## src/design/ttc_ram.sv

```systemverilog
// Generic single-port-write, single-port-read synchronous RAM.
module ttc_ram #(
   parameter int DEPTH = 2,
   parameter int WIDTH = 8,
   localparam int AW = (DEPTH > 1) ? $clog2(DEPTH) : 1
) (
   input  logic             clock,
   input  logic             wr_en,
   input  logic [AW-1:0]    wr_addr,
   input  logic [WIDTH-1:0] wr_data,
   input  logic             rd_en,
   input  logic [AW-1:0]    rd_addr,
   output logic [WIDTH-1:0] rd_data
);

   logic [WIDTH-1:0] mem [DEPTH];
   logic [WIDTH-1:0] rd_data_ff;

   always_ff @(posedge clock) begin
      if (wr_en) begin
         mem[wr_addr] <= wr_data;
      end
      if (rd_en) begin
         rd_data_ff <= mem[rd_addr];
      end
   end

   assign rd_data = rd_data_ff;

endmodule

```

## config.mk

```make
export PLATFORM = sky130hd
export DESIGN_NAME = ttc_ram
export DESIGN_NICKNAME = d
export VERILOG_FILES = /design/src/design/ttc_ram.sv
export SDC_FILE = /design/constraint.sdc
export NUM_CORES = 1
export LEC_CHECK = 0
export BUFFER_PORTS_ARGS = -buffer_cell sky130_fd_sc_hd__buf_2
export CAP_MARGIN = 0
export CORE_UTILIZATION = 50
export DETAILED_ROUTE_END_ITERATION = 10
export PLACE_DENSITY = 0.75
export SYNTH_ARGS = -nofsm -noshare
export SYNTH_HDL_FRONTEND = slang
export SYNTH_SLANG_ARGS = --single-unit
```

## constraint.sdc

```tcl
create_clock -name clock -period 1.1 [get_ports clock]
set_clock_uncertainty 0.05 [all_clocks]
set_input_delay 0.11 -clock clock [delete_from_list [all_inputs] [get_ports clock]]
set_output_delay 0.11 -clock clock [all_outputs]
set_load 0.01 [all_outputs]
```

# Yosys cells after proc, flatten, opt, wreduce, memory -nomap -nowiden

Memories as Yosys holds them, arrays and structs flattened. A register that Yosys moved wholly into a read port is not among the register bits.
Cells that the tools add are included.

Add/sub/neg operators: 0
$mul: 0
Div/mod/pow operators: 0
$lt $le $gt $ge: 0
Equal/unequal tests: 0
Shifts and indexed selects: 0
Muxes and demuxes: 2
Bitwise gates (word level): 0
Reduce and logical (&&, ||, !) cells: 0

Operators with widths:

| operator | number |
|---|---|
| $mux 1   | 2 |

Bits in registers: 0
Latch bits: 0
Memory bits (writable): 16
Memory bits (read-only): 0
Output and inout port bits: 8
Logic and storage cells: 3
Memories: 1

Memories:

| name | depth | bits a word | read ports | clocked after Yosys merged registers in | wr ports | line | source |
|---|---|---|---|---|---|---|---|
| mem  | 2     | 8           | 1          | 1                                       | 1        | 16   | `logic [WIDTH-1:0] mem [DEPTH];` |

# Longest topological paths before layout

Word-level depth: 2
Gate-level depth with buffers: 2
Depth with buffers taken out: 1

# Worst setup path after synthesis

OpenSTA, ideal clock, no wires.

Path type: input to register
Start point: input wr_en
End point: memory mem[0][0] (enable)
Arrival time: 0.530 ns
Path slack: 0.147 ns
Cell stages on the path: 1
Cells stage by stage: nor2b_1

Cells in the longest elaborated chain, start to end: 2

RTL lines:

| element                      | line | source |
|---|---|---|
| start: declaration           | 8    | `input logic wr_en,` |
| $mux 1                       | 20   | `if (wr_en) begin` |
| $mux 1 (implied by the code) | 21   | `mem[wr_addr] <= wr_data;` |
| end: declaration             | 16   |  |

No other way between the ends.

# Worst setup path after layout

Start point: register rd_data_ff[7] (netlist: rd_data[7]) (read register of mem)
End point: output rd_data[7]

RTL lines:

| element            | line | source |
|---|---|---|
| start: declaration | 17   | `logic [WIDTH-1:0] rd_data_ff;` |
| end: declaration   | 13   | `output logic [WIDTH-1:0] rd_data` |

No word-level cell between the ends.

==> run metrics <==
synthesis warning total=0; buffers added on ports=20; setup slack of the most critical reg-to-reg path=150 ps; WL per Instance=between 10 and 15 um; startpoint type of the worst setup path=flip-flop; number of buffers on the longest clock path=2; RSZ-0062 raised after global routing=false; first-pass GRT wire length=1.58 mm; antenna viol nets, final=0; final weighted congestion of routability-driven global placement=0.593; Max Clock Freq=between 1000 and 1500 MHz; fill cell count=between 100 and 150; TNS Setup=0 ps; endpoint required time on the critical path=940 ps; largest fanout of any net on the critical path=1; final hold slack=roughly 94 ps; die span in y=43.6 um; die outline area=between 1500 and 2000 um2; Post-Synthesis Cell Area=between 800 and 900 um2; logic depth of the worst register-to-register path=1; via count of the first global-routing pass=395; Max H-tree Level=1; most common cell after layout, fill and taps aside=sky130_fd_sc_hd__edfxtp_1; Final Hold Violating Endpoints=0; worst path cell trace=buf_2; sinks on the clock net=24; initial antenna violation count=0; Period minus WS final=between 900 and 1000 ps; pwr/cell area=between 1000 and 1500 nW/um2; Layout area overhead=25.3%; number of nets in the synthesized netlist=between 40 and 50; total number of nets in the final design=slightly above 80; critical-path cell with the highest stage delay=sky130_fd_sc_hd__edfxtp_1; via density per instance=a little over 5; GR Util All Layers=roughly an eighth; Hold Crit Class=in2reg; syn avg cell area=between 20 and 25 um2; worst path buffer plus inverter count=1; WHS Path Cells=1; slew at the pin closest to its max-slew limit=between 300 and 400 ps; clock latency on the worst-skew pair=300 ps; worst setup path category=reg2out; overall die width=43.6 um; Static Leak=around 0.43 nW; cts repair resizes=0; number of top-level pins=21; final setup vio count=0; kind of cell adding the most delay to the critical path=flip-flops; Floorplan Core Area=1560 um2; initial cell density of the core=a little under three fifths; worst stage delay on the critical path=between 300 and 400 ps; clock-pin slew of the registers on the worst-case setup and hold paths=between 100 and 150 ps; fraction of final layout cells sized beyond drive strength 1=between 40% and 50%; proportion of synthesized chip area in sequential cells=between 80 and 90%; max_cap viols=0; drt initial violations=8; router iterations before antenna repair=6; worst vdd rail ir drop=around 1.1 mV; TritonCTS clock tree=done; commonest cells after routing, fill and taps aside=24 x sky130_fd_sc_hd__edfxtp_1, 20 x sky130_fd_sc_hd__buf_2, 8 x sky130_fd_sc_hd__mux2_4, 8 x sky130_fd_sc_hd__dlygate4sd3_1, 3 x sky130_fd_sc_hd__clkbuf_4; root cell of the clock tree=sky130_fd_sc_hd__clkbuf_4; final cycle utilization of the critical path=between 90% and 100%; fin. max-slew vios=0; status=finished, violations left; via total after detailed routing=around 420; DRC=2; total global routing overflow=0; Critical Path Stages=1; critical path arrival=830 ps; diode count=0; failing checks=DRC; CTS buffer count=3; standard-cell row count=14; endpoint kind of the worst setup timing path=output port; maximum number of pins on one net before global-route repair=13; worst-case headroom to the max-slew limit=between 70 and 80%; post-detailed-routing wire length=around 1.0 mm; Synth cell types=5; count of state elements after synthesis=24; Post-Syn Instances=35
final cells by class:
| cell class | count | area [um2] | share of cell area [%] |
|---|---|---|---|
| well taps | 16 | 20.0 | 1.85 |
| multi-input cells | 10 | 133 | 12.2 |
| clock buffers | 3 | 22.5 | 2.08 |
| repair buffers | 29 | 188 | 17.3 |
| flip-flops and latches | 24 | 721 | 66.5 |
cell usage after synthesis, drive strengths merged:
cell | n | share of area, %
nor2b | 1 | 0.72
buf | 1 | 1.3
edfxtp | 24 | 83
and2 | 1 | 0.72
mux2 | 8 | 14
stage by stage:
stage               utilization (%)  power (mW)  setup WS [ps]  instances  instance area (um2)
floorplan                         -        1.19            147         35                  865
detailed placement             62.9        1.25            112         71                  981
CTS                            69.5        1.61           94.8         82                 1080
global route                   69.5        1.66           70.4         82                 1080
finish                         69.5        1.60            109         82                 1080
global placement               62.9        1.24            127         71                  981
flip-flops by register name (all words and copies together) (netlist names):
name,cells
rd_data,8
mem,16
per-layer routing:
layer | vias to the layer above | global-route usage, % | routed length (um)
met5 | - | 0 | 0
met4 | 0 | 3.75 | 0
met3 | 0 | 3.75 | 64
met2 | 21 | 21.5 | 516
met1 | 201 | 13.1 | 451
li1 | 199 | - | -
kinds of logic (layout without fill, tap and decap cells):
| kind of cell | count (synthesis) | after routing | synth area share (%) |
|---|---|---|---|
| simple gates | 2 | 2 | 1.45 |
| mux | 8 | 8 | 13.9 |
| buf+inv | 1 | 32 | 1.30 |
| flops | 24 | 24 | 83.4 |
repair_timing:
action	4_1_cts	5_1_grt
hold buffers	8	0
buffers inserted	0	0
hold endpoints to repair	16	0
power by group:
part | switching [mW] | internal [mW]
combinational | 0.0606 | 0.0903
sequential | 0.0147 | 1.08
clock | 0.226 | 0.127
final timing paths:
check / from / endpoint
hold / removal: rd_en / rd_data[3]
setup / recovery: rd_data[7] / rd_data[7]
hold reg to reg: mem[0][2] / rd_data[2]
setup reg to reg: mem[0][4] / rd_data[4]
Power figures use the tool's default switching activity.
