[src/design/ttc_ram_2r.sv]
// Generic synchronous RAM with one write port and two read ports.
module ttc_ram_2r #(
   parameter int DEPTH = 2,
   parameter int WIDTH = 8,
   localparam int AW = (DEPTH > 1) ? $clog2(DEPTH) : 1
) (
   input  logic             clock,
   input  logic             wr_en,
   input  logic [AW-1:0]    wr_addr,
   input  logic [WIDTH-1:0] wr_data,
   input  logic             rd_en,
   input  logic [AW-1:0]    rd_addr_a,
   input  logic [AW-1:0]    rd_addr_b,
   output logic [WIDTH-1:0] rd_data_a,
   output logic [WIDTH-1:0] rd_data_b
);

   logic [WIDTH-1:0] mem [DEPTH];
   logic [WIDTH-1:0] rd_data_a_ff;
   logic [WIDTH-1:0] rd_data_b_ff;

   always_ff @(posedge clock) begin
      if (wr_en) begin
         mem[wr_addr] <= wr_data;
      end
      if (rd_en) begin
         rd_data_a_ff <= mem[rd_addr_a];
         rd_data_b_ff <= mem[rd_addr_b];
      end
   end

   assign rd_data_a = rd_data_a_ff;
   assign rd_data_b = rd_data_b_ff;

endmodule

[config.mk]
export PLATFORM = sky130hd
export DESIGN_NAME = ttc_ram_2r
export DESIGN_NICKNAME = d
export VERILOG_FILES = /design/src/design/ttc_ram_2r.sv
export SDC_FILE = /design/constraint.sdc
export NUM_CORES = 1
export LEC_CHECK = 0
export BUFFER_PORTS_ARGS = -buffer_cell sky130_fd_sc_hd__clkbuf_2
export CAP_MARGIN = 20
export CORE_MARGIN = 3
export CORE_UTILIZATION = 45
export CTS_CLUSTER_SIZE = 28
export DETAILED_ROUTE_END_ITERATION = 10
export PLACE_DENSITY = 0.83
export RECOVER_POWER = 25
export SKIP_CTS_REPAIR_TIMING = 1
export SLEW_MARGIN = 20
export SYNTH_ARGS = -nofsm -noshare
export SYNTH_HDL_FRONTEND = slang
export SYNTH_SLANG_ARGS = --single-unit
[constraint.sdc]
create_clock -name clock -period 0.9 [get_ports clock]
set_input_delay 0.135 -clock clock [delete_from_list [all_inputs] [get_ports clock]]
set_output_delay 0.135 -clock clock [all_outputs]
set_load 0.05 [all_outputs]
=== After elaboration in Yosys (flattened, before gate mapping) ===
Memories as Yosys holds them, arrays and structs flattened. A register that Yosys moved wholly into a read port is not among the register bits.
Cells that the tools add are included.

* Multiplexer cells: 2

{| class="wikitable"
|+ Operators with widths
! cell !! number
|-
| 2-to-1 mux 1 bit || 2
|}

* Register bits after elaboration: 0
* RAM bits: 16
* Bits of input ports: 14
* Logic and storage cells: 3
* Memories: 1

{| class="wikitable"
|+ Memories
! memory !! words !! bits a word !! read ports !! clocked after memory_dff !! write ports !! line !! RTL
|-
| mem || 2 || 8 || 2 || 2 || 1 || 18 || <nowiki>logic [WIDTH-1:0] mem [DEPTH];</nowiki>
|}

=== Depth between registers and ports, before layout ===
Gate-level depths: netlist of run 1.

* Word-level depth: 2
* Mapped depth: 2
* Mapped depth without buffers: 1

=== Worst setup path before layout of run 1 ===
No wires, ideal clock.

* Kind: input -> register
* Start point: in wr_en
* End point: mem mem[0][0], enable pin
* Library setup time: 0.373 ns
* Data arrival time: 0.555 ns
* Slack: -0.028 ns
* Stages: 1
* Path buffers: 0
* Cells stage by stage: nor2b_1

* Word-level cells in the longest chain between the ends: 2

{| class="wikitable"
|+ RTL lines
! element !! line !! RTL
|-
| start: declaration || 8 || <nowiki>input logic wr_en,</nowiki>
|-
| 2-to-1 mux 1 bit || 23 || <nowiki>if (wr_en) begin</nowiki>
|-
| 2-to-1 mux 1 bit (implied by the code) || 24 || <nowiki>mem[wr_addr] <= wr_data;</nowiki>
|-
| end: declaration || 18 ||
|}

Every way passes these cells.

=== Worst setup path after layout of run 1 ===
* Start point: reg rd_data_a_ff[5], in the netlist rd_data_a[5] (read register of mem)
* End point: out rd_data_a[5]

{| class="wikitable"
|+ RTL lines
! element !! line !! RTL
|-
| start: declaration || 19 || <nowiki>logic [WIDTH-1:0] rd_data_a_ff;</nowiki>
|-
| end: declaration || 14 || <nowiki>output logic [WIDTH-1:0] rd_data_a,</nowiki>
|}

No word-level cell between the ends.

==> results of run 1 <==
routing by layer:
layer | up-vias | wire [um] | global-route usage
li1 | 284 | - | -
met2 | 30 | 885 | 0.179
met4 | 0 | 52 | 0.0795
met5 | - | 0 | 0
met3 | 7 | 158 | 0.0461
met1 | 268 | 573 | 0.104
synth_stat cells:
cell and n:
edfxtp_1 32, buf_6 2, and2_1 1, nor2b_1 1, mux2_4 16
power by group:
part / switching [W] / internal [W] / total (W)
registers: 0.0000499 / 0.00177 / 0.00182
logic: 0.000280 / 0.000234 / 0.000514
clock network: 0.000402 / 0.000300 / 0.000701
total: 0.000732 / 0.00230 / 0.00303
state kept, by name, indices dropped and copies added, names as in the netlist:
signal,count
mem,16
rd_data_a,8
rd_data_b,8
kinds of logic (layout without fill, tap and decap cells):
family / Yosys count / in the layout / share of synthesized area
DFF: 32 / 32 / 0.777
muxes: 16 / 16 / 0.194
and+or+nand+nor: 2 / 2 / 0.0101
buffers and inverters: 2 / 43 / 0.0182
final cells by class:
cell class	instances	area [sq um]	area share
Sequential cell	32	961	0.597
Timing Repair Buffer	35	308	0.191
Multi-Input combinational cell	18	255	0.159
Clock buffer	7	45.0	0.0280
Tap cell	30	37.5	0.0233
Clock inverter	1	3.75	0.00233
final timing paths:
check / startpoint / endpoint / cells past startpoint
hold / removal: wr_data[4] / mem[0][4] / 1
setup reg to reg: mem[0][1] / rd_data_a[1] / 1
setup / recovery: rd_data_a[5] / rd_data_a[5] / 1
hold reg to reg: mem[0][3] / rd_data_a[3] / 1
through the flow:
step | util | std cells | cell area (sq um) | setup WS [ns]
after detailed placement | 0.560 | 111 | 1430 | -0.103
after CTS | 0.580 | 119 | 1480 | -0.200
after global placement | 0.560 | 111 | 1430 | -0.0820
final | 0.633 | 123 | 1610 | -0.120
after floorplan | - | 52 | 1240 | 0.0227
after global routing | 0.633 | 123 | 1610 | -0.160
==> impl_metrics.env, run 1 <==
export IMPL_core_area_sq_um=2540
export IMPL_power_density_nw_per_um2=1880
export IMPL_drv_slew=0
export IMPL_nFillCells=174
export IMPL_die_y_um=58.4
export IMPL_synthCells=52
export IMPL_finalNetCount=106
export IMPL_final_common_cell="edfxtp_1"
export IMPL_place_congestion=0.645
export IMPL_layout_common_cells="32 x edfxtp_1, 16 x mux2_4, 16 x buf_6"
export IMPL_relSlewSlack=0.746
export IMPL_tns_ns=-1.87
export IMPL_grt_ovfl_total=0
export IMPL_h_tree_depth=2
export IMPL_num_vias=589
export IMPL_clk_root_buffer_cell="clkbuf_4"
export IMPL_cts_tree="yes"
export IMPL_area_growth_pct=30.3
export IMPL_slowest_stage="edfxtp_1"
export IMPL_crit_chain="buf_6"
export IMPL_syn_area_per_cell_sq_um=23.8
export IMPL_hp_class="in -> reg"
export IMPL_n_antenna_cell=0
export IMPL_numCtsBuffers=5
export IMPL_status="finished, violations left"
export IMPL_yosys_area_top_type="edfxtp_1"
export IMPL_rsz0062_at_grt="true"
export IMPL_clkSlewWorstSetupHoldPaths_ns=0.08
export IMPL_synth_top_cell_area_share=0.777
export IMPL_drt_first_pass_iters=4
export IMPL_drive_gt1_frac=0.527
export IMPL_setup_slack_ns=-0.120
export IMPL_max_freq_mhz=980
export IMPL_die_width_um=58.4
export IMPL_drt_vias_per_instance=4.79
export IMPL_crit_type="reg -> out"
export IMPL_io_pins=30
export IMPL_grt_first_pass_wirelength_um=2570
export IMPL_port_buffers=29
export IMPL_dieArea_sq_um=3410
export IMPL_r2r_slack_ns=-0.04
export IMPL_routedWlPerCell_um=13.6
export IMPL_cts_buffer_depth=2
export IMPL_critPathBufInv=1
export IMPL_synthTopCellsByArea="edfxtp_1 78%, mux2_4 19%, buf_6 1.8%, and2_1 0.51%, nor2b_1 0.51%"
export IMPL_fin_skew_ns=0.0144
export IMPL_num_rows=18
export IMPL_end_kind="output pin"
export IMPL_violations="setup timing"
export IMPL_ys_seq_area_frac=0.777
export IMPL_tightest_slew_ns=0.381
export IMPL_synth_cell_types=5
export IMPL_hold_viol=0
export IMPL_total_power_w=0.00303
export IMPL_first_global_vias=580
export IMPL_antenna_found_initial=0
export IMPL_grt_max_degree=17
export IMPL_leakagePower_nw=0.640
export IMPL_synthesis_area_sq_um=1240
export IMPL_period_minus_slack_ns=1.02
export IMPL_setup_viol=27
export IMPL_start_util=0.486
export IMPL_cap_violations=0
export IMPL_final_antenna_net_count=0
export IMPL_wl_um=1670
export IMPL_vdd_drop_max_uv=1250
export IMPL_start_kind="flip-flop"
export IMPL_grtUsageTotal=0.107
export IMPL_drcViolationCount=0
export IMPL_crit_fanout=1
export IMPL_synth_nets=66
export IMPL_crit_required_ns=0.76
export IMPL_cpPeakStageDelay_ns=0.40
export IMPL_yosys_warnings=0
export IMPL_hold_worst_slack_ns=0.0372
export IMPL_critical_path_top_delay_family="flip-flops"
export IMPL_drtIter0Drc=15
export IMPL_period_share=1.13
export IMPL_insertion_delay_ns=0.32
export IMPL_cts_sinks=32
export IMPL_crit_arrival_ns=0.89
export IMPL_synth_seq_cells=32
Note: power is estimated with default switching activity, not from simulation.
==> inputs of run 2 (changes only) <==
--- a/config.mk
+++ b/config.mk
@@ -7,8 +7,10 @@
 export LEC_CHECK = 0
 export BUFFER_PORTS_ARGS = -buffer_cell sky130_fd_sc_hd__clkbuf_2
 export CAP_MARGIN = 20
+export CELL_PAD_IN_SITES_DETAIL_PLACEMENT = 1
+export CELL_PAD_IN_SITES_GLOBAL_PLACEMENT = 1
 export CORE_MARGIN = 3
-export CORE_UTILIZATION = 45
+export CORE_UTILIZATION = 39
 export CTS_CLUSTER_SIZE = 28
 export DETAILED_ROUTE_END_ITERATION = 10
 export PLACE_DENSITY = 0.83
==> impl_metrics.env, run 2 (synthesis results as in run 1) <==
export IMPL_status="finished, violations left"
export IMPL_violations="setup timing"
export IMPL_n_antenna_cell=0
export IMPL_multi_input_area_sq_um=253
export IMPL_wl_met3_um=153
export IMPL_relSlewSlack=0.743
export IMPL_cts_tree="yes"
export IMPL_cap_violations=0
export IMPL_die_y_um=62.3
export IMPL_crit_required_ns=0.76
export IMPL_place_area_sq_um=1440
export IMPL_fin_skew_ns=0.00441
export IMPL_total_power_w=0.00299
export IMPL_insertion_delay_ns=0.32
export IMPL_power_density_nw_per_um2=1820
export IMPL_largest_register_ffs=16
export IMPL_cpPeakStageDelay_ns=0.41
export IMPL_setup_viol=26
export IMPL_dieArea_sq_um=3880
export IMPL_hold_viol=0
export IMPL_drt_first_pass_iters=4
export IMPL_ff_latch_area_sq_um=961
export IMPL_io_pins=30
export IMPL_cts_sinks=32
export IMPL_max_freq_mhz=970
export IMPL_p_sw_frac=0.242
export IMPL_numCtsBuffers=5
export IMPL_pwr_share_seq=0.607
export IMPL_period_share=1.15
export IMPL_vdd_drop_max_uv=909
export IMPL_finalNetCount=112
export IMPL_period_minus_slack_ns=1.03
export IMPL_clk_root_buffer_cell="clkbuf_4"
export IMPL_grt_max_degree=17
export IMPL_port_buffers=29
export IMPL_start_util=0.430
export IMPL_drv_slew=0
export IMPL_postLayoutCellArea_sq_um=1650
export IMPL_rsz0062_at_grt="true"
export IMPL_wl_um=1780
export IMPL_slowest_stage="edfxtp_1"
export IMPL_drt_vias_per_instance=4.38
export IMPL_wl_met1_um=676
export IMPL_tightest_slew_ns=0.386
export IMPL_critPathBufInv=1
export IMPL_cts_buffer_depth=2
export IMPL_layout_common_cells="32 x edfxtp_1, 16 x mux2_4, 16 x buf_6"
export IMPL_clkSlewWorstSetupHoldPaths_ns=0.08
export IMPL_leakagePower_nw=0.655
export IMPL_setup_slack_ns=-0.131
export IMPL_nFillCells=265
export IMPL_end_kind="output pin"
export IMPL_p_comb_frac=0.175
export IMPL_drtIter0Drc=14
export IMPL_start_kind="flip-flop"
export IMPL_drive_gt1_frac=0.521
export IMPL_routedWlPerCell_um=12.9
export IMPL_final_common_cell="edfxtp_1"
export IMPL_drcViolationCount=0
export IMPL_antenna_found_initial=0
export IMPL_num_rows=19
export IMPL_h_tree_depth=2
export IMPL_crit_type="reg -> out"
export IMPL_critical_path_top_delay_family="flip-flops"
export IMPL_grt_ovfl_total=0
export IMPL_die_width_um=62.3
export IMPL_hp_class="in -> reg"
export IMPL_place_congestion=0.641
export IMPL_clkPwrFrac=0.218
export IMPL_cellInternalPower_w=0.00227
export IMPL_grt_first_pass_wirelength_um=2880
export IMPL_dr_wl_met2_um=912
export IMPL_final_antenna_net_count=0
export IMPL_hold_worst_slack_ns=0.297
export IMPL_crit_arrival_ns=0.90
export IMPL_crit_chain="buf_6"
export IMPL_grtUsageTotal=0.0999
export IMPL_top_layer_used="met4"
export IMPL_area_growth_pct=33.2
export IMPL_crit_fanout=1
export IMPL_core_area_sq_um=2880
export IMPL_switchingPower_w=0.000724
export IMPL_regMostFlops="mem"
export IMPL_num_vias=605
export IMPL_first_global_vias=631
## run 2: power by group through the flow
| stage | clock (W) | sequential (W) | combinational [W] |
|---|---|---|---|
| final | 0.000652 | 0.00182 | 0.000524 |
| after global routing | 0.000772 | 0.00183 | 0.000551 |
| after CTS | 0.000685 | 0.00180 | 0.000442 |
| after detailed placement | 0 | 0.00184 | 0.000442 |
| after global placement | 0 | 0.00183 | 0.000433 |
| after floorplan | 0 | 0.00202 | 0.000141 |
## run 2: path summary, 6_finish.rpt
check | from | end | slack, ns | cells past startpoint
min reg2reg | mem[0][4] | rd_data_a[4] | 0.58 | 1
max | rd_data_a[5] | rd_data_a[5] | -0.13 | 1
min | wr_addr | mem[0][0] | 0.30 | 3
max reg2reg | mem[0][5] | rd_data_a[5] | -0.04 | 1
## run 2: cell type report
| cell class | instances | share of cell area |
|---|---|---|
| clock buffer | 5 | 0.0228 |
| multi-input combinational | 18 | 0.153 |
| sequential | 32 | 0.584 |
| tap | 42 | 0.0319 |
| timing repair buffer | 41 | 0.208 |
## run 2: tightest hold or removal path, cell delays in order
cell      delay, ns
clkbuf_1       0.09
nor2b_1        0.07
buf_4          0.15
## run 2: metal layers
layer | vias to the layer above | GRT usage
met5 | - | 0
met4 | 0 | 0.0579
met3 | 4 | 0.0595
met2 | 32 | 0.160
met1 | 276 | 0.100
li1 | 293 | -
## run 2: per-stage QoR
stage	TNS (ns)	setup WS, ns	instances	utilization
5_1_grt	-3.32	-0.197	138	0.572
3_3_place_gp	-1.12	-0.0715	125	0.502
4_1_cts	-3.17	-0.196	130	0.515
2_1_floorplan	0	0.0227	52	-
6_report	-1.84	-0.131	138	0.572
3_5_place_dp	-1.25	-0.0830	125	0.502
