===== config.mk =====
export PLATFORM = sky130hd
export DESIGN_NAME = ttc_dist
export DESIGN_NICKNAME = d
export VERILOG_FILES = /design/src/design/ttc_pkg.sv /design/src/design/ttc_dist.sv
export SDC_FILE = /design/constraint.sdc
export NUM_CORES = 1
export LEC_CHECK = 0
export ABC_CLOCK_PERIOD_IN_PS = 8700
export BUFFER_PORTS_ARGS = -buffer_cell sky130_fd_sc_hd__buf_2
export CAP_MARGIN = 20
export CORE_UTILIZATION = 49
export DETAILED_ROUTE_END_ITERATION = 7
export PLACE_DENSITY = 0.76
export SYNTH_ARGS = -nofsm -noshare
export SYNTH_HDL_FRONTEND = slang
export SYNTH_SLANG_ARGS = --single-unit
export TNS_END_PERCENT = 5

===== constraint.sdc =====
create_clock -name clock -period 8.7 [get_ports clock]
set_clock_uncertainty 0.1 [all_clocks]
set_input_delay 1.305 -clock clock [delete_from_list [all_inputs] [get_ports clock]]
set_output_delay 1.305 -clock clock [all_outputs]
set_load 0.005 [all_outputs]

===== src/design/ttc_pkg.sv =====
// Shared constants, payload types and codes for the translational triple classifier.
package ttc_pkg;

   localparam int DIM       = 128;
   localparam int ENTITIES  = 16384;
   localparam int RELATIONS = 256;

   localparam int DIST_W = 24;
   localparam logic [DIST_W-1:0] DIST_MAX = {DIST_W{1'b1}};
   localparam int ELEM_W = 16;
   localparam int DIFF_W = ELEM_W + 2;
   localparam int ABS_W  = ELEM_W + 1;
   localparam int DIM_LOG = $clog2(DIM);
   localparam int ACC_W  = DIST_W + DIM_LOG;
   localparam int CNT_W  = $clog2(DIM + 1);
   localparam int ENT_AW  = (ENTITIES * DIM > 1) ? $clog2(ENTITIES * DIM) : 1;
   localparam int REL_TAW = (RELATIONS * DIM > 1) ? $clog2(RELATIONS * DIM) : 1;
   localparam int REL_AW  = (RELATIONS > 1) ? $clog2(RELATIONS) : 1;
   localparam int COUNT_W = 32;

   typedef logic signed [ELEM_W-1:0] elem_type;

   typedef enum logic [2:0] {
      CMD_WRITE_ENTITY    = 3'd0,
      CMD_WRITE_RELATION  = 3'd1,
      CMD_WRITE_THRESHOLD = 3'd2,
      CMD_CLASSIFY        = 3'd3,
      CMD_READ_STAT       = 3'd4,
      CMD_CLEAR_STATS     = 3'd5
   } cmd_type;

   typedef enum logic [2:0] {
      SEL_TP  = 3'd0,
      SEL_FN  = 3'd1,
      SEL_TN  = 3'd2,
      SEL_FP  = 3'd3,
      SEL_MAX = 3'd4,
      SEL_MIN = 3'd5
   } sel_type;

   typedef enum logic [2:0] {
      ST_IDLE,
      ST_EXEC,
      ST_RUN,
      ST_DRAIN,
      ST_CHECK,
      ST_UPDATE,
      ST_OUT
   } state_type;

   typedef struct packed {
      logic [2:0]        command;
      logic [13:0]       head;
      logic [13:0]       tail;
      logic [7:0]        relation;
      logic [6:0]        element;
      logic signed [15:0] embed_value;
      logic [23:0]       threshold_value;
      logic              is_positive;
      logic [2:0]        stat_select;
   } req_type;

   typedef struct packed {
      logic [23:0] distance;
      logic        accepted;
      logic [31:0] stat_value;
   } rsp_type;

   typedef struct packed {
      logic [COUNT_W-1:0] tp;
      logic [COUNT_W-1:0] fn;
      logic [COUNT_W-1:0] tn;
      logic [COUNT_W-1:0] fp;
      logic [DIST_W-1:0]  max_dist;
      logic [DIST_W-1:0]  min_dist;
   } stat_row_type;

   localparam stat_row_type ROW_RESET = '{
      tp: '0, fn: '0, tn: '0, fp: '0, max_dist: '0, min_dist: DIST_MAX
   };

   typedef struct packed {
      logic clear;
      logic valid;
   } dist_ctl_type;

endpackage


===== src/design/ttc_dist.sv =====
// L1 distance accumulator: per-element difference, magnitude and saturating sum.
module ttc_dist (
   input  logic                     clock,
   input  logic                     reset,
   input  ttc_pkg::dist_ctl_type    ctl,
   input  ttc_pkg::elem_type        head_elem,
   input  ttc_pkg::elem_type        rel_elem,
   input  ttc_pkg::elem_type        tail_elem,
   output logic                     busy,
   output logic [ttc_pkg::DIST_W-1:0] distance
);
   import ttc_pkg::*;

   logic signed [DIFF_W-1:0] diff_in;
   logic signed [DIFF_W-1:0] diff_ff;
   logic                     diff_valid_ff;
   logic [ABS_W-1:0]         mag;
   logic [ACC_W-1:0]         acc_ff;
   logic [ACC_W-1:0]         acc_in;

   assign diff_in = DIFF_W'(head_elem) + DIFF_W'(rel_elem) - DIFF_W'(tail_elem);
   assign mag     = diff_ff[DIFF_W-1] ? ABS_W'(-diff_ff) : ABS_W'(diff_ff);

   always_comb begin
      acc_in = acc_ff;
      if (ctl.clear) begin
         acc_in = '0;
      end else if (diff_valid_ff) begin
         acc_in = acc_ff + ACC_W'(mag);
      end
   end

   always_ff @(posedge clock) begin
      if (reset) begin
         diff_valid_ff <= 1'b0;
      end else begin
         diff_valid_ff <= ctl.valid && !ctl.clear;
      end
      diff_ff <= diff_in;
      acc_ff  <= acc_in;
   end

   assign busy     = diff_valid_ff;
   assign distance = (acc_ff > ACC_W'(DIST_MAX)) ? DIST_MAX : DIST_W'(acc_ff);

endmodule


After elaboration in Yosys (flattened, before gate mapping)
Index checks and enable logic that the tools add are counted.
{ "word_totals": {"register_bits": 50, "in_bits": 52, "output_inout_bits": 25, "wordCells": 12} }
{ "op_classes": {"n_addsub": 4, "order_cmp": 1, "mux": 2, "reduce_logical": 2} }
{ "ops": {"columns": ["op", "count"], "rows": [
  ["$add A31 B17 Y31", 1],
  ["$gt A31 B24 Y1 const B", 1],
  ["$mux W24", 1],
  ["$sub A17 B16 Y18", 1],
  ["$add A16 B16 Y17", 1],
  ["$mux W17", 1],
  ["$neg A17 Y17", 1],
  ["$logic_and A1 B1 Y1", 1],
  ["$logic_not A1 Y1", 1]
]} }

Logic depth before layout (Yosys ltp)
{ "logic_depth": {"ltp_word": 3, "ltp_mapped": 14, "depth_no_buf": 13} }

Worst setup path after synthesis
OpenSTA, ideal clock, no wires.
{ "synth_timing": {"path_kind": "input port to flip-flop", "start": "in head_elem[3]", "end": "reg diff_ff[14]", "setup_time_ns": 0.072, "arrival_ns": 3.407, "required_time_ns": 8.528, "slack_ns": 5.121, "path_stages": 10, "n_path_buf": 0, "path_cell_list": "inv_1 fa_1 inv_1 ha_1 o21ai_0 a211oi_1 o21ai_0 a21oi_1 o41ai_1 xnor2_1"} }
{ "synth_between": {"elab_chain_len": 2} }
{ "synth_lines": {"columns": ["item", "line", "source"], "rows": [
  ["from (decl)", "ttc_dist.sv:6", "input ttc_pkg::elem_type head_elem,"],
  ["$add A16 B16 Y17", "ttc_dist.sv:21", "assign diff_in = DIFF_W'(head_elem) + DIFF_W'(rel_elem) - DIFF_W'(tail_elem);"],
  ["$sub A17 B16 Y18", "ttc_dist.sv:21", null],
  ["named net diff_in[14]", "ttc_dist.sv:14", "logic signed [DIFF_W-1:0] diff_in;"],
  ["to (signal assigned)", "ttc_dist.sv:39", "diff_ff <= diff_in;"],
  ["to (decl)", "ttc_dist.sv:15", "logic signed [DIFF_W-1:0] diff_ff;"]
]} }
The timed path passes the listed nets, and every way through them passes these cells.
A chain may end at the register's enable or synchronous reset.

Worst setup path in the final report
{ "layout_timing": {"start": "reg diff_ff[4]", "end": "reg acc_ff[23]"} }
{ "layout_between": {"elab_chain_len": 3} }
{ "layout_lines": {"columns": ["item", "line", "source"], "rows": [
  ["$neg A17 Y17", "ttc_dist.sv:22", "assign mag = diff_ff[DIFF_W-1] ? ABS_W'(-diff_ff) : ABS_W'(diff_ff);"],
  ["$mux W17 *", "ttc_dist.sv:22", null],
  ["$add A31 B17 Y31 *", "ttc_dist.sv:29", "acc_in = acc_ff + ACC_W'(mag);"],
  ["to (signal assigned)", "ttc_dist.sv:40", "acc_ff <= acc_in;"],
  ["to (decl)", "ttc_dist.sv:18", "logic [ACC_W-1:0] acc_ff;"]
]} }
Every way passes the cells marked *; elsewhere a longest branch is shown, timed or not.

==> impl_metrics.toml <==
[global_route]
globalRouteOverflowTotal = 0
total_track_usage = 0.197
grt_antenna_before_repair = 0
grt_first_pass_wirelength_um = 15800
grt_start_max_net_pins = 44
grt_pass1_vias = 3776

[pwr]
netsw_uw = 520
max-vdd-ir-drop_mv = 0.0905
cell_internal_pwr_uw = 704
cellLeakagePower_nw = 2.45
pwr-share-comb = 0.570
share_clk_of_total_power = 0.157
switching_share = 0.425
pwr-share-seq = 0.273
cellPowerDensity_nw_per_um2 = 245

[logic_synthesis]
synth-seq-cells = 50
synth_area_um2 = 4430
yosys.area_share.adder = 0.178
synth-edff-count = 0
synth.avg_cell_area_um2 = 7.84
synthTopCellsByArea = "sky130_fd_sc_hd__dfxtp_1, sky130_fd_sc_hd__ha_1, sky130_fd_sc_hd__fa_1, sky130_fd_sc_hd__inv_1, sky130_fd_sc_hd__xnor2_1"
synth.yosys.warnings = 0
synth_flop_cell = "sky130_fd_sc_hd__dfxtp_1"
synth_compound_area_frac = 0.177
library_cell_occupying_the_most_area_in_the_post_synthesis_netlist = "sky130_fd_sc_hd__dfxtp_1"
ys_async_sr_fraction = 0
post_synth_simple_gate_area = 0.219
main_combinational_cell_family_by_area_after_synthesis = "simple AND/OR/NAND/NOR gates"
synth_mux_area_frac = 0.0336
syn-num-nets = 670
synth.lib_cells_used.distinct = 57
synth_seq_area_share = 0.226
netlist.area_leader.share = 0.226
synthXorXnorAreaFrac = 0.0811
synthCells = 565

[clocking]
post_cts.resized_instances = 0
cts.htree.levels = 2
cts.root.buffer_cell = "sky130_fd_sc_hd__clkbuf_8"
cts_hold_buffers = 0
cts_tree = "built"
cts_post_setup_buffers_inserted = 0
source_to_sink_clock_delay_at_the_later_pin_of_the_worst_skew_pair_ns = 0.30
numCtsBuffers = 5
tritoncts_sinks = 50
clk_path_buf_depth = 2
path_clk_slew_ns = 0.09

[die]
core_area_um2 = 8720
fp-row-count = 34
die_height_um = 97.1
start_util = 0.508
fp.dieW_um = 97.1
floorplan.io_pins = 77
fp.dieArea_um2 = 9430

[route]
drc = 0
drtPass1Iterations = 5
ant_nets = 0
routed_via_density = 5.45
wirelength_um = 9090
drt-initial-drc-count = 120
detail_route.wl_per_cell_um = 12.3
via_count = 4040

[worst_setup_path]
reg2regPathDepth = 13
worst-endpoint-required_ns = 8.80
critical_path.max_fanout = 9
timing.setup.critical_path_class = "flip-flop to flip-flop"
crit_path_end_kind = "flip-flop"
worstPathArrival_ns = 3.97
startpoint_type_of_the_worst_setup_path = "flip-flop"

[place]
detailedPlacementHpwl_um = 7360
place_worst_setup_slack_ns = 4.78
port_buffers = 76
placedInstanceArea_um2 = 4870
replace_congestion = 0.890

[outcome]
status = "complete, no violations"

[sta]
final_setup_vio_count = 0
layout_worst_path_cycle_share = 0.444
timing.slew.headroom = 0.408
hold_viol_final = 0
worst_slew_pin_slew_ns = 0.887
setup_ws_ns = 4.83
number_of_max_slew_violations_in_the_final_report = 0
whs_ns = 0.400
final_critical_path_time_including_i_o_delays_and_setup_ns = 3.87
rsz0062_at_grt = "no"
achievable-frequency_mhz = 259
tns_ns = 0

[hold_path]
hold_path_depth = 2
hold_path_class = "flip-flop to flip-flop"

[flow_run]
max_cap_violations = 0

[cells_and_area]
area_growth_syn_to_layout_pct = 12.9
antenna-diode-count = 0
finish.instance_area_um2 = 5000
final_layout_size_suffix_gt1_frac = 0.190
num-nets-final = 737
[area by class of cell]
cell class,count,area (um^2)
clock inverters,3,68.8
fillers,821,3720
multi-input cells,420,3050
clock buffers,5,68.8
inverters,79,297
well taps,108,135
flip-flops and latches,50,1000
repair buffers,76,380
[cells by family (layout without fill, tap and decap cells)]
group | Yosys count | count (layout)
simple gates | 188 | 188
mux | 14 | 14
compound gates | 124 | 124
buf+inv | 95 | 163
flops | 50 | 50
xor+xnor | 41 | 41
fa+ha+maj | 53 | 53
[cell usage after synthesis, types with 8 or more instances]
| cell type | n |
|---|---|
| sky130_fd_sc_hd__nor2b_1 | 11 |
| sky130_fd_sc_hd__xor2_1 | 11 |
| sky130_fd_sc_hd__xnor2_1 | 30 |
| sky130_fd_sc_hd__nor2_1 | 42 |
| sky130_fd_sc_hd__nand3_1 | 14 |
| sky130_fd_sc_hd__ha_1 | 36 |
| sky130_fd_sc_hd__clkbuf_1 | 10 |
| sky130_fd_sc_hd__dfxtp_1 | 50 |
| sky130_fd_sc_hd__or2_2 | 25 |
| sky130_fd_sc_hd__nor3_1 | 10 |
| sky130_fd_sc_hd__o31ai_1 | 8 |
| sky130_fd_sc_hd__nand2_1 | 43 |
| sky130_fd_sc_hd__o22ai_1 | 8 |
| sky130_fd_sc_hd__a21oi_1 | 43 |
| sky130_fd_sc_hd__nand2b_1 | 9 |
| sky130_fd_sc_hd__o21ai_0 | 21 |
| sky130_fd_sc_hd__inv_1 | 79 |
| sky130_fd_sc_hd__fa_1 | 17 |
[through the flow]
stage | instances | utilization | power [mW]
2_1_floorplan | 565 | - | 0.893
3_3_place_gp | 733 | 0.558 | 1.01
3_5_place_dp | 733 | 0.558 | 1.03
4_1_cts | 741 | 0.574 | 1.23
5_1_grt | 741 | 0.574 | 1.33
6_report | 741 | 0.574 | 1.22
[worst max-delay path, stage by stage, from the launching register on]
cell and delay (ns):
sky130_fd_sc_hd__dfxtp_1 0.34, sky130_fd_sc_hd__nor4_1 0.38, sky130_fd_sc_hd__inv_1 0.10, sky130_fd_sc_hd__nor3_1 0.21, sky130_fd_sc_hd__nand2_1 0.17, sky130_fd_sc_hd__o41ai_1 0.40
sky130_fd_sc_hd__xnor2_1 0.13, sky130_fd_sc_hd__ha_1 0.44, sky130_fd_sc_hd__nand3_1 0.19, sky130_fd_sc_hd__o211ai_1 0.19, sky130_fd_sc_hd__a21oi_1 0.20, sky130_fd_sc_hd__or2_2 0.36
sky130_fd_sc_hd__a21oi_1 0.21, sky130_fd_sc_hd__mux2_2 0.35
[state kept, by name (all words and copies together) (netlist names)]
name and count:
diff_ff 18, busy 1, acc_ff 31
[metal layers]
| layer | part of all wire | GRT usage | vias to the layer above |
|---|---|---|---|
| met5 | 0 | 0 | - |
| met4 | 0.017 | 0.0631 | 0 |
| met3 | 0.040 | 0.0237 | 12 |
| met2 | 0.48 | 0.354 | 102 |
| met1 | 0.46 | 0.243 | 1866 |
| li1 | - | - | 2060 |
[power groups by stage]
stage,logic (mW),registers (mW),clock network [mW]
2_1_floorplan,0.572,0.322,0
3_3_place_gp,0.674,0.336,0
3_5_place_dp,0.694,0.339,0
4_1_cts,0.697,0.333,0.196
5_1_grt,0.789,0.341,0.204
6_report,0.697,0.334,0.192
[cell usage in the layout, fill, tap and decap left out, types with 3 or more instances in the layout]
master / instances
sky130_fd_sc_hd__nand2_1: 43
sky130_fd_sc_hd__nand2b_1: 9
sky130_fd_sc_hd__a2111oi_0: 4
sky130_fd_sc_hd__a21o_1: 7
sky130_fd_sc_hd__nor3b_1: 3
sky130_fd_sc_hd__or4_1: 4
sky130_fd_sc_hd__inv_1: 79
sky130_fd_sc_hd__o41ai_1: 6
sky130_fd_sc_hd__buf_2: 76
sky130_fd_sc_hd__a31oi_1: 3
sky130_fd_sc_hd__o21ai_0: 21
sky130_fd_sc_hd__nand4_1: 4
sky130_fd_sc_hd__o211ai_1: 5
sky130_fd_sc_hd__fa_1: 17
sky130_fd_sc_hd__mux2_2: 3
sky130_fd_sc_hd__or3_1: 4
sky130_fd_sc_hd__mux2_1: 4
sky130_fd_sc_hd__a21oi_1: 43
sky130_fd_sc_hd__nor2_1: 42
sky130_fd_sc_hd__nor2b_1: 11
sky130_fd_sc_hd__nor3_1: 10
sky130_fd_sc_hd__o22ai_1: 8
sky130_fd_sc_hd__ha_1: 36
sky130_fd_sc_hd__clkbuf_8: 5
sky130_fd_sc_hd__o21a_1: 3
sky130_fd_sc_hd__xor2_1: 11
sky130_fd_sc_hd__or2_2: 25
sky130_fd_sc_hd__a211oi_1: 6
sky130_fd_sc_hd__nor4_1: 3
sky130_fd_sc_hd__nand3_1: 14
sky130_fd_sc_hd__dfxtp_1: 50
sky130_fd_sc_hd__mux2i_1: 7
sky130_fd_sc_hd__xnor2_1: 30
sky130_fd_sc_hd__o31ai_1: 8
[worst paths after layout]
kind	startpoint	endpoint	slack [ns]
max	diff_ff[4]	acc_ff[23]	4.83
min	acc_ff[9]	acc_ff[9]	0.40
max reg2reg	diff_ff[4]	acc_ff[23]	4.83
min reg2reg	acc_ff[9]	acc_ff[9]	0.40
Power figures use the tool's default switching activity.
